**src/hw/rtl/plidf_pkg.sv**
```systemverilog
`default_nettype none

package plidf_pkg;

  localparam int unsigned REQ_W = 2;
  localparam int unsigned POS_W = 8;
  localparam int unsigned VAL_W = 32;
  localparam int unsigned ST_W  = 2;

  typedef enum logic [REQ_W-1:0] {
    REQ_INSERT = 2'd0,
    REQ_DELETE = 2'd1,
    REQ_FIND   = 2'd2,
    REQ_CLEAR  = 2'd3
  } req_t;

  typedef enum logic [ST_W-1:0] {
    ST_OK       = 2'd0,
    ST_BADPOS   = 2'd1,
    ST_FULL     = 2'd2,
    ST_NOTFOUND = 2'd3
  } status_t;

  typedef enum logic [1:0] {
    OP_INSERT = 2'd0,
    OP_DELETE = 2'd1,
    OP_FIND   = 2'd2
  } op_t;

  typedef struct packed {
    op_t              op;
    logic [VAL_W-1:0] value;
  } eng_cmd_t;

  typedef struct packed {
    logic done;
    logic found;
  } eng_rsp_t;

endpackage

`default_nettype wire

```
**src/hw/rtl/positional_list_insert_delete_find.sv**
```systemverilog
// Positional list of signed 32-bit values held in an on-chip memory.
// A request is taken at a clock edge where start is high and busy is low:
// in_req_type selects insert, delete, find or clear, in_position is the
// 1-based place for insert and delete, in_value the value to insert or find.
// Every request gives exactly one result beat: out_valid is high for one
// cycle with out_status, out_found_position and out_list_length.
// Busy drops as the result beat appears, so the next request can be taken
// at the edge that takes that beat.
// Clear, a rejected position, a full store and find on an empty list answer
// one cycle after the request and leave busy low.
// Insert moves the entries from the position to the end up one slot, one
// entry per cycle through the single memory port pair, then writes the new
// value; appending at the end writes only the value. Delete moves the tail
// down; removing the last entry moves nothing. Find reads entries from the
// head one per cycle and stops at the first match, or answers not found
// after the last entry.
// Reset empties the list at once; the memory is not cleared and needs no
// sweep. The receiver cannot stall, so a result beat is never held.
`default_nettype none

module positional_list_insert_delete_find #(
  parameter int unsigned LIST_DEPTH = 128
) (
  input  wire               clk,
  input  wire               rst_n,
  input  wire               start,
  output logic              busy,
  input  wire        [1:0]  in_req_type,
  input  wire        [7:0]  in_position,
  input  wire signed [31:0] in_value,
  output logic              out_valid,
  output logic       [1:0]  out_status,
  output logic       [7:0]  out_found_position,
  output logic       [7:0]  out_list_length
);

  localparam int unsigned AW = $clog2(LIST_DEPTH);
  localparam int unsigned LW = $clog2(LIST_DEPTH+1);
  localparam int unsigned CW = ((LW > plidf_pkg::POS_W) ? LW : plidf_pkg::POS_W) + 1;

  logic                 busy_r, busy_nxt;
  logic [LW-1:0]        len_r, len_nxt;
  plidf_pkg::op_t       op_r, op_nxt;
  logic                 ov_r, ov_nxt;
  plidf_pkg::status_t   st_r, st_nxt;
  logic [7:0]           fpos_r, fpos_nxt;
  logic [7:0]           olen_r, olen_nxt;

  logic                 accept;
  logic [CW-1:0]        pos_w;
  logic [CW-1:0]        len_w;
  logic [CW-1:0]        len_inc_w;
  logic [CW-1:0]        len_dec_w;
  logic                 go;
  plidf_pkg::eng_cmd_t  cmd;
  logic [AW-1:0]        idx;
  plidf_pkg::eng_rsp_t  rsp;
  logic [AW-1:0]        found_idx;
  logic [CW-1:0]        fpos_w;

  assign accept    = start && !busy_r;
  assign pos_w     = CW'(in_position);
  assign len_w     = CW'(len_r);
  assign len_inc_w = len_w + CW'(1);
  assign len_dec_w = len_w - CW'(1);
  assign idx       = AW'(pos_w - CW'(1));
  assign fpos_w    = CW'(found_idx) + CW'(1);

  always_comb begin
    busy_nxt  = busy_r;
    len_nxt   = len_r;
    op_nxt    = op_r;
    ov_nxt    = 1'b0;
    st_nxt    = st_r;
    fpos_nxt  = fpos_r;
    olen_nxt  = olen_r;
    go        = 1'b0;
    cmd.op    = plidf_pkg::OP_FIND;
    cmd.value = in_value;
    if (accept) begin
      fpos_nxt = '0;
      olen_nxt = len_w[7:0];
      case (in_req_type)
        plidf_pkg::REQ_INSERT: begin
          cmd.op = plidf_pkg::OP_INSERT;
          if ((pos_w == '0) || (pos_w > (len_w + CW'(1)))) begin
            ov_nxt = 1'b1;
            st_nxt = plidf_pkg::ST_BADPOS;
          end else if (len_r == LW'(LIST_DEPTH)) begin
            ov_nxt = 1'b1;
            st_nxt = plidf_pkg::ST_FULL;
          end else begin
            go       = 1'b1;
            busy_nxt = 1'b1;
            op_nxt   = plidf_pkg::OP_INSERT;
          end
        end
        plidf_pkg::REQ_DELETE: begin
          cmd.op = plidf_pkg::OP_DELETE;
          if ((pos_w == '0) || (pos_w > len_w)) begin
            ov_nxt = 1'b1;
            st_nxt = plidf_pkg::ST_BADPOS;
          end else begin
            go       = 1'b1;
            busy_nxt = 1'b1;
            op_nxt   = plidf_pkg::OP_DELETE;
          end
        end
        plidf_pkg::REQ_FIND: begin
          cmd.op = plidf_pkg::OP_FIND;
          if (len_r == '0) begin
            ov_nxt = 1'b1;
            st_nxt = plidf_pkg::ST_NOTFOUND;
          end else begin
            go       = 1'b1;
            busy_nxt = 1'b1;
            op_nxt   = plidf_pkg::OP_FIND;
          end
        end
        default: begin
          len_nxt  = '0;
          olen_nxt = '0;
          ov_nxt   = 1'b1;
          st_nxt   = plidf_pkg::ST_OK;
        end
      endcase
    end else if (busy_r && rsp.done) begin
      busy_nxt = 1'b0;
      ov_nxt   = 1'b1;
      st_nxt   = plidf_pkg::ST_OK;
      fpos_nxt = '0;
      case (op_r)
        plidf_pkg::OP_INSERT: begin
          len_nxt  = len_r + LW'(1);
          olen_nxt = len_inc_w[7:0];
        end
        plidf_pkg::OP_DELETE: begin
          len_nxt  = len_r - LW'(1);
          olen_nxt = len_dec_w[7:0];
        end
        default: begin
          olen_nxt = len_w[7:0];
          if (rsp.found) begin
            fpos_nxt = fpos_w[7:0];
          end else begin
            st_nxt = plidf_pkg::ST_NOTFOUND;
          end
        end
      endcase
    end
  end

  always_ff @(posedge clk) begin
    if (!rst_n) begin
      busy_r <= 1'b0;
      len_r  <= '0;
      ov_r   <= 1'b0;
    end else begin
      busy_r <= busy_nxt;
      len_r  <= len_nxt;
      ov_r   <= ov_nxt;
    end
    op_r   <= op_nxt;
    st_r   <= st_nxt;
    fpos_r <= fpos_nxt;
    olen_r <= olen_nxt;
  end

  plidf_walk #(
    .LIST_DEPTH (LIST_DEPTH)
  ) u_walk (
    .clk       (clk),
    .rst_n     (rst_n),
    .go        (go),
    .cmd       (cmd),
    .idx       (idx),
    .len       (len_r),
    .rsp       (rsp),
    .found_idx (found_idx)
  );

  assign busy               = busy_r;
  assign out_valid          = ov_r;
  assign out_status         = st_r;
  assign out_found_position = fpos_r;
  assign out_list_length    = olen_r;

endmodule

`default_nettype wire

```
**src/hw/rtl/plidf_walk.sv**
```systemverilog
`default_nettype none

module plidf_walk #(
  parameter int unsigned LIST_DEPTH = 128
) (
  input  wire                                   clk,
  input  wire                                   rst_n,
  input  wire                                   go,
  input  wire  plidf_pkg::eng_cmd_t             cmd,
  input  wire  [$clog2(LIST_DEPTH)-1:0]         idx,
  input  wire  [$clog2(LIST_DEPTH+1)-1:0]       len,
  output plidf_pkg::eng_rsp_t                   rsp,
  output logic [$clog2(LIST_DEPTH)-1:0]         found_idx
);

  localparam int unsigned AW = $clog2(LIST_DEPTH);
  localparam int unsigned LW = $clog2(LIST_DEPTH+1);
  localparam int unsigned VW = plidf_pkg::VAL_W;

  typedef enum logic [6:0] {
    S_IDLE  = 7'b0000001,
    S_INS   = 7'b0000010,
    S_DEL   = 7'b0000100,
    S_FIND  = 7'b0001000,
    S_FEND  = 7'b0010000,
    S_DRAIN = 7'b0100000,
    S_WRITE = 7'b1000000
  } state_t;

  logic [VW-1:0] mem [LIST_DEPTH];

  state_t          state_r, state_nxt;
  plidf_pkg::op_t  op_r, op_nxt;
  logic [VW-1:0]   val_r, val_nxt;
  logic [AW-1:0]   p_r, p_nxt;
  logic [AW-1:0]   last_r, last_nxt;
  logic [AW-1:0]   ra_r, ra_nxt;
  logic [AW-1:0]   wa_r, wa_nxt;
  logic            pv_r;
  logic [VW-1:0]   rd_data_r;
  logic            done_r, done_nxt;
  logic            found_r, found_nxt;
  logic [AW-1:0]   fidx_r, fidx_nxt;

  logic            re;
  logic            we;
  logic [AW-1:0]   waddr;
  logic [VW-1:0]   wdata;
  logic            hit;

  assign re  = (state_r == S_INS) || (state_r == S_DEL) || (state_r == S_FIND);
  assign hit = pv_r && (rd_data_r == val_r);

  always_comb begin
    we    = 1'b0;
    waddr = wa_r;
    wdata = rd_data_r;
    case (state_r)
      S_INS, S_DEL, S_DRAIN: begin
        we = pv_r && (op_r != plidf_pkg::OP_FIND);
      end
      S_WRITE: begin
        we    = 1'b1;
        waddr = p_r;
        wdata = val_r;
      end
      default: begin
        we = 1'b0;
      end
    endcase
  end

  // memory: one write and one registered read per cycle
  always_ff @(posedge clk) begin
    if (we) begin
      mem[waddr] <= wdata;
    end
    if (re) begin
      rd_data_r <= mem[ra_r];
    end
  end

  always_comb begin
    state_nxt = state_r;
    op_nxt    = op_r;
    val_nxt   = val_r;
    p_nxt     = p_r;
    last_nxt  = last_r;
    ra_nxt    = ra_r;
    wa_nxt    = wa_r;
    done_nxt  = 1'b0;
    found_nxt = found_r;
    fidx_nxt  = fidx_r;
    case (state_r)
      S_IDLE: begin
        if (go) begin
          op_nxt    = cmd.op;
          val_nxt   = cmd.value;
          p_nxt     = idx;
          found_nxt = 1'b0;
          case (cmd.op)
            plidf_pkg::OP_INSERT: begin
              ra_nxt   = AW'(len - LW'(1));
              last_nxt = idx;
              if (len == LW'(idx)) begin
                state_nxt = S_WRITE;
              end else begin
                state_nxt = S_INS;
              end
            end
            plidf_pkg::OP_DELETE: begin
              ra_nxt   = AW'(idx + AW'(1));
              last_nxt = AW'(len - LW'(1));
              if ((LW'(idx) + LW'(1)) == len) begin
                done_nxt = 1'b1;
              end else begin
                state_nxt = S_DEL;
              end
            end
            default: begin
              ra_nxt    = '0;
              last_nxt  = AW'(len - LW'(1));
              state_nxt = S_FIND;
            end
          endcase
        end
      end
      S_INS: begin
        wa_nxt = ra_r + AW'(1);
        ra_nxt = ra_r - AW'(1);
        if (ra_r == last_r) begin
          state_nxt = S_DRAIN;
        end
      end
      S_DEL: begin
        wa_nxt = ra_r - AW'(1);
        ra_nxt = ra_r + AW'(1);
        if (ra_r == last_r) begin
          state_nxt = S_DRAIN;
        end
      end
      S_FIND: begin
        if (hit) begin
          done_nxt  = 1'b1;
          found_nxt = 1'b1;
          fidx_nxt  = wa_r;
          state_nxt = S_IDLE;
        end else begin
          wa_nxt = ra_r;
          ra_nxt = ra_r + AW'(1);
          if (ra_r == last_r) begin
            state_nxt = S_FEND;
          end
        end
      end
      S_FEND: begin
        done_nxt  = 1'b1;
        found_nxt = hit;
        fidx_nxt  = wa_r;
        state_nxt = S_IDLE;
      end
      S_DRAIN: begin
        if (op_r == plidf_pkg::OP_INSERT) begin
          state_nxt = S_WRITE;
        end else begin
          done_nxt  = 1'b1;
          state_nxt = S_IDLE;
        end
      end
      S_WRITE: begin
        done_nxt  = 1'b1;
        state_nxt = S_IDLE;
      end
      default: begin
        state_nxt = S_IDLE;
      end
    endcase
  end

  always_ff @(posedge clk) begin
    if (!rst_n) begin
      state_r <= S_IDLE;
      pv_r    <= 1'b0;
      done_r  <= 1'b0;
    end else begin
      state_r <= state_nxt;
      pv_r    <= re;
      done_r  <= done_nxt;
    end
    op_r    <= op_nxt;
    val_r   <= val_nxt;
    p_r     <= p_nxt;
    last_r  <= last_nxt;
    ra_r    <= ra_nxt;
    wa_r    <= wa_nxt;
    found_r <= found_nxt;
    fidx_r  <= fidx_nxt;
  end

  assign rsp.done  = done_r;
  assign rsp.found = found_r;
  assign found_idx = fidx_r;

endmodule

`default_nettype wire
```
**config.mk**
```make
export PLATFORM = sky130hd
export DESIGN_NAME = positional_list_insert_delete_find
export DESIGN_NICKNAME = d
export VERILOG_FILES = /design/src/hw/rtl/plidf_pkg.sv /design/src/hw/rtl/positional_list_insert_delete_find.sv /design/src/hw/rtl/plidf_walk.sv
export SDC_FILE = /design/constraint.sdc
export NUM_CORES = 2
export LEC_CHECK = 0
export ABC_AREA = 1
export BUFFER_PORTS_ARGS = -buffer_cell sky130_fd_sc_hd__buf_2
export CORE_ASPECT_RATIO = 1.5
export CORE_UTILIZATION = 30
export CTS_CLUSTER_DIAMETER = 80
export CTS_CLUSTER_SIZE = 24
export DETAILED_ROUTE_END_ITERATION = 6
export PLACE_DENSITY_LB_ADDON = 0.2
export SLEW_MARGIN = 20
export SYNTH_ARGS = -nofsm -noshare
export SYNTH_HDL_FRONTEND = slang
export SYNTH_SLANG_ARGS = --single-unit
export TNS_END_PERCENT = 30
```
**constraint.sdc**
```tcl
create_clock -name clk -period 8.11 [get_ports clk]
set_input_delay 1.622 -clock clk [delete_from_list [all_inputs] [get_ports clk]]
set_output_delay 1.622 -clock clk [all_outputs]
set_load 0.1 [all_outputs]
```
After elaboration in Yosys (flattened, before gate mapping)
Memory sizes are Yosys's and may differ from the RTL's. A register that Yosys moved wholly into a read port is not among the register bits.
Index checks and enable logic that the tools add are counted.
Widths: inputs -> output; s select.
{"block": "totals", "memories": 1, "out_inout_bits": 20, "mem_bits_ro": 0, "ramBits": 4096, "inputBits": 45, "register_bits": 109, "latch_bits": 0}
{"block": "classes", "order_cmp": 2, "n_bitwise": 0, "reduce_logical": 37, "mux": 77, "n_shift": 0, "n_addsub": 10, "div_mod_pow": 0, "n_mul": 0, "eq_ne": 35}
{"name": "u_walk.mem", "words": 128, "width": 32, "rd": 1, "rd_clocked_by_memory_dff": 1, "write_ports": 1, "line_no": "plidf_walk.sv:30", "source": "logic [VW-1:0] mem [LIST_DEPTH];"}
{"operator": "$mux 7", "n": 13}
{"operator": "$mux 8", "n": 7}
{"operator": "$pmux 7 s4", "n": 2}
{"operator": "$pmux 7 s2", "n": 3}
{"operator": "$eq 32x32->1", "n": 1}
{"operator": "$mux 32", "n": 1}
{"operator": "$pmux 8 s2", "n": 2}
{"operator": "$mux 1", "n": 26}
{"operator": "$mux 2", "n": 13}
{"operator": "$ne 3x3->1 const B", "n": 7}
{"operator": "$pmux 7 s3", "n": 1}
{"operator": "$add 7x1->8 const B", "n": 2}
{"operator": "$sub 8x1->8 const B", "n": 2}
{"operator": "$add 7x1->7 const B", "n": 2}
{"operator": "$ne 2x2->1 const B", "n": 7}
{"operator": "$sub 7x1->7 const B", "n": 2}
{"operator": "$pmux 1 s3", "n": 4}
{"operator": "$pmux 2 s3", "n": 2}
{"operator": "$reduce_and 6->1", "n": 2}
{"operator": "$reduce_bool 3->1", "n": 4}
{"operator": "$add 8x1->9 const B", "n": 1}
{"operator": "$gt 8x9->1", "n": 1}
{"operator": "$logic_not 9->1", "n": 1}
{"operator": "$add 8x1->8 const B", "n": 1}
{"operator": "33 further kinds", "n": 54}

Logic depth before layout (Yosys ltp)
{"block": "logic_depth", "word_depth": 8, "depth_mapped": 21, "ltp_nobuf": 21}

Cells and area by module
Synthesis repeated with hierarchy kept, for this count alone.
{"block": "unflattened", "hier_cells": 13643, "area_unflattened_um2": 169897.9}
{"module": "plidf_walk", "area_each_um2": 167501.9, "cells_per_inst": 13304, "instances": 1, "seq_area_each_um2": 126241.1}
{"module": "positional_list_insert_delete_find", "area_each_um2": 2396.0, "cells_per_inst": 339, "instances": 1, "seq_area_each_um2": 720.7}

Least setup slack after synthesis
OpenSTA, ideal clock, no wires.
{"block": "synth_timing", "path_kind": "reg-to-reg", "startpoint": "register u_walk.state_r[1]", "endpoint": "memory u_walk.mem[0][28] in the netlist's numbering, data pin", "path_stages_with_launch": 10, "required_time_ps": 6912, "path_slack_ps": 862, "n_path_buf": 2, "period_less_slack_ps": 7248, "arrival_ps": 6051, "cell_sequence": "dfxtp_1 inv_1 nand2_1 inv_2 nand2_1 inv_2 nand2_2 buf_2 clkbuf_1 o21ai_0"}
{"block": "synth_via", "elab_chain_cells": 2}
{"item": "from (decl)", "line_no": "plidf_walk.sv:32", "source": "state_t state_r, state_nxt;"}
{"item": "from (signal assigned)", "line_no": "plidf_walk.sv:186", "source": "state_r <= state_nxt;"}
{"item": "$eq 7x7->1", "line_no": "plidf_walk.sv:58", "source": "case (state_r)"}
{"item": "$mux 32", "line_no": "plidf_walk.sv:58"}
{"item": "named net u_walk.wdata[28]", "line_no": "plidf_walk.sv:48", "source": "logic [VW-1:0] wdata;"}
{"item": "to (decl)", "line_no": "plidf_walk.sv:30"}
The timed path passes the listed nets, and every way through them passes these cells.

Worst setup path in the final report
{"block": "layout_timing", "startpoint": "register u_walk.state_r[0]", "endpoint": "memory u_walk.mem[39][3] in the netlist's numbering (enable)"}
{"block": "layout_via", "elab_chain_cells": 5}
{"item": "$eq 7x6->1, or another cell as far along", "line_no": "plidf_walk.sv:58"}
{"item": "$reduce_or 3->1", "line_no": "plidf_walk.sv:58"}
{"item": "$pmux 1 s2", "line_no": "plidf_walk.sv:58"}
{"item": "$mux 1", "line_no": "plidf_walk.sv:75", "source": "if (we) begin"}
{"item": "$mux 1 (implied by the code)", "line_no": "plidf_walk.sv:76", "source": "mem[waddr] <= wdata;"}
Parallel ways exist; a longest one is shown, timed or not.

==> qor.csv <==
stage;metric;value;unit
run_status;status;finished, violations left;
run_status;failing checks;design-rule violations;
grt;met1 Use GR;23.94;%
floorplan;Starting Density;30.12;%
floorplan;Die Width;613.3;um
critical_path;CP max stage delay;1.05;ns
critical_path;CP Capture Type;flop;
routing;First-pass DRT Iterations;7;
finish;FF/Latch Area;0.1270;mm2
yosys;top-area cell type share of the netlist area;75.18;%
timing;fin. max-slew vios;0;
critical_path;critical path peak fanout;32;
timing;Min Hold Slack;0.4814;ns
placed_design;placed cells;19660;
pwr;Leakage;55.37;nW
floorplan;Rows;336;
yosys;Main synth FF type;edfxtp_1;
grt;GRT Resource Usage Total;18.68;%
routing;Residual DRC;88;
routing;Starting DRT DRC Count;9680;
clocking;Resized Gates After CTS;0;
timing;f_max;0.1893;GHz
floorplan;Chip Height;918.9;um
yosys;Mapped Cells;12760;
pwr;Peak supply drop;0.2884;mV
critical_path;cells on worst reg2reg path;12;
finish;layout cells sized above 1;6.505;%
clocking;TritonCTS clock tree;yes;
placed_design;Port Buffers;64;
finish;Non-Filler Instances;19920;
grt;GRT busiest layer;met2;
grt;first-pass GRT wire length;764.7;mm
grt;grt met2 use;33.37;%
yosys;Mean Syn Cell Area;13.18;um2
timing;Setup TNS Final;0;ns
yosys;sequential area share after synthesis;75.50;%
clocking;Root Driver;clkbuf_16;
hold_path;Hold WC Path Type;flop to flop;
floorplan;I/O Pins;65;
yosys;Post-synth EDFFs;4210;
finish;Final Core Density;32.95;%
clocking;Num CTS Buffers;205;
pwr;PwrDens;324.5;mW/mm2
grt;met3 usage in global routing;1.558;%
clocking;CTS max path bufs;4;
routing;per-cell routed wire length;27.36;um
clocking;Max H-tree Level;4;
hold_path;Worst Hold Depth;0;
routing;Vias/cell;5.238;
job;max_cap viols;0;
clocking;Setup Buffers After CTS;0;
yosys;cell with the most instances after synthesis;edfxtp_1;
timing;RSZ-0062 raised after global routing;false;
clocking;hold buffer count at CTS;0;
floorplan;die area;0.5636;mm2
critical_path;CP arrival;5.83;ns
timing;clk_skew;0.04756;ns
grt;number of global-route vias before repair;100400;
yosys;ys async rst share;0;%
yosys;top post-synthesis cells by area;edfxtp_1 (75%), o21ai_0 (6.0%), nor2_1 (5.5%);
critical_path;critical path cell sequence;inv_1, nand2_1, inv_2, nand2_1, inv_2, nand2_2, inv_2, o21ai_0, inv_1, nor2_2, nand2_1, nor2_4;
timing;clock period minus worst slack;5.284;ns
placed_design;routability cong.;0.8305;
grt;largest net degree at the start of global routing;175;
clocking;clk slew on worst S/H paths;0.11;ns
yosys;top cells by count, synth;edfxtp_1 (4210), nor2_1 (2469), o21ai_0 (2015);
grt;antenna violations before repair;19;
finish;area grow syn2layout;9.404;%
yosys;Yosys warning total;0;
routing;post-route ant nets;0;
yosys;Yosys reg bits;4237;
critical_path;Setup CP Type;flop to flop;
yosys;syn_nets;12830;
timing;Max-slew headroom;17.78;%
routing;drt total wl;545.1;mm
yosys;post-synth top area cell;edfxtp_1;
routing;Via Count;104300;
yosys;Cell Area, Synth;0.1682;mm2
clocking;CTS sink count;4237;
critical_path;CP max stage cell;nor2_4;
timing;Fin. Hold Viols;0;
timing;Slew @ Worst Pin;1.232;ns
grt;gr ovfl total;0;
yosys;unique cell type count in the Yosys netlist;51;
finish;# nets final;12520;
critical_path;WP data required;8.66;ns
critical_path;Worst setup SP type;flop;
timing;setup-violating endpoint count in the final report;0;
clocking;clock latency on the worst-skew pair;0.97;ns
placed_design;hpwl dp;318.8;mm
finish;multi-input logic area;0.03784;mm2
timing;crit share post-route;65.15;%
floorplan;core area;0.5583;mm2
finish;FILL cells;55270;
## metal layers
layer	routed length [um]	share of wire (%)
met4	17250	3.2
met3	23140	4.2
met2	280100	51
met5	0	0
met1	224600	41
## registers in the layout, summed over array words and instances, names as in the netlist
| register | cells |
|---|---|
| busy | 1 |
| len_r | 8 |
| op_r | 2 |
| out_found_position | 8 |
| out_list_length | 8 |
| out_status | 2 |
| out_valid | 1 |
| u_walk.done_r | 1 |
| u_walk.found_idx | 7 |
| u_walk.found_r | 1 |
| u_walk.last_r | 7 |
| u_walk.mem | 4096 |
| u_walk.op_r | 2 |
| u_walk.p_r | 7 |
| u_walk.pv_r | 1 |
| u_walk.ra_r | 7 |
| u_walk.rd_data_r | 32 |
| u_walk.state_r | 7 |
| u_walk.val_r | 32 |
| u_walk.wa_r | 7 |
## stage by stage
step	setup WS (ns)	power, mW	area (um2)
after global placement	2.871	48.79	177800
after detailed placement	3.017	48.85	178300
final	2.826	59.69	184000
after global routing	2.675	62.29	183900
after floorplan	0.8618	39.12	168200
after CTS	2.966	60.29	183800
## worst max-delay path, delay by kind of cell (launching register included)
| kind | cells | cell delay, ns |
|---|---|---|
| simple gates | 6 | 3.14 |
| flops | 1 | 0.35 |
| compound gates | 1 | 0.69 |
| buf+inv | 5 | 0.64 |
## where the power goes
group          total (mW)  leakage [nW]  internal, mW  switching [mW]
combinational        22.9          14.6          5.37            17.5
sequential           25.2          38.1          25.0           0.150
clock                11.6          2.66          4.69            6.90
## final cells by class
class / count / share of cell area [%]
Clock buffer: 218 / 2.863
Inverter: 163 / 0.3543
Timing Repair Buffer: 378 / 2.044
Clock inverter: 14 / 0.08229
Antenna cell: 14 / 0.01904
Tap cell: 7436 / 5.057
Sequential cell: 4237 / 69.01
Multi-Input combinational cell: 7458 / 20.57
## path summary, 6_finish.rpt
check	from	endpoint	slack, ns
worst max-delay path	u_walk.state_r[0]	u_walk.mem[39][3]	2.83
worst min-delay path	u_walk.wa_r[3]	u_walk.found_idx[3]	0.48
worst max register to register	u_walk.state_r[0]	u_walk.mem[39][3]	2.83
worst min register to register	u_walk.wa_r[3]	u_walk.found_idx[3]	0.48
## placed cells by master (no fill, tap or decap), types with 25 or more instances in the layout
master	n
a21oi_1	157
buf_12	69
buf_2	64
buf_4	234
clkbuf_16	209
dfxtp_1	27
edfxtp_1	4210
ha_1	30
inv_1	144
nand2_1	685
nand3_1	477
nand4_1	146
nor2_1	2334
nor2_4	131
o211ai_1	292
o21a_1	25
o21ai_0	1991
o21ai_1	166
o221ai_1	228
o22ai_1	622
xor2_1	27
## kinds of logic (layout without fill, tap and decap cells)
group | count (synthesis) | in the layout | synth area share, %
and+or+nand+nor | 3860 | 3860 | 9.282
DFF | 4237 | 4237 | 75.50
AOI/OAI and AO/OA | 3527 | 3527 | 11.98
adders and majority gates | 30 | 30 | 0.2232
buffers and inverters | 1063 | 773 | 2.799
other | 0 | 14 | 0
xor gates and xnor gates | 41 | 41 | 0.2136
(Power assumes the default switching activity.)
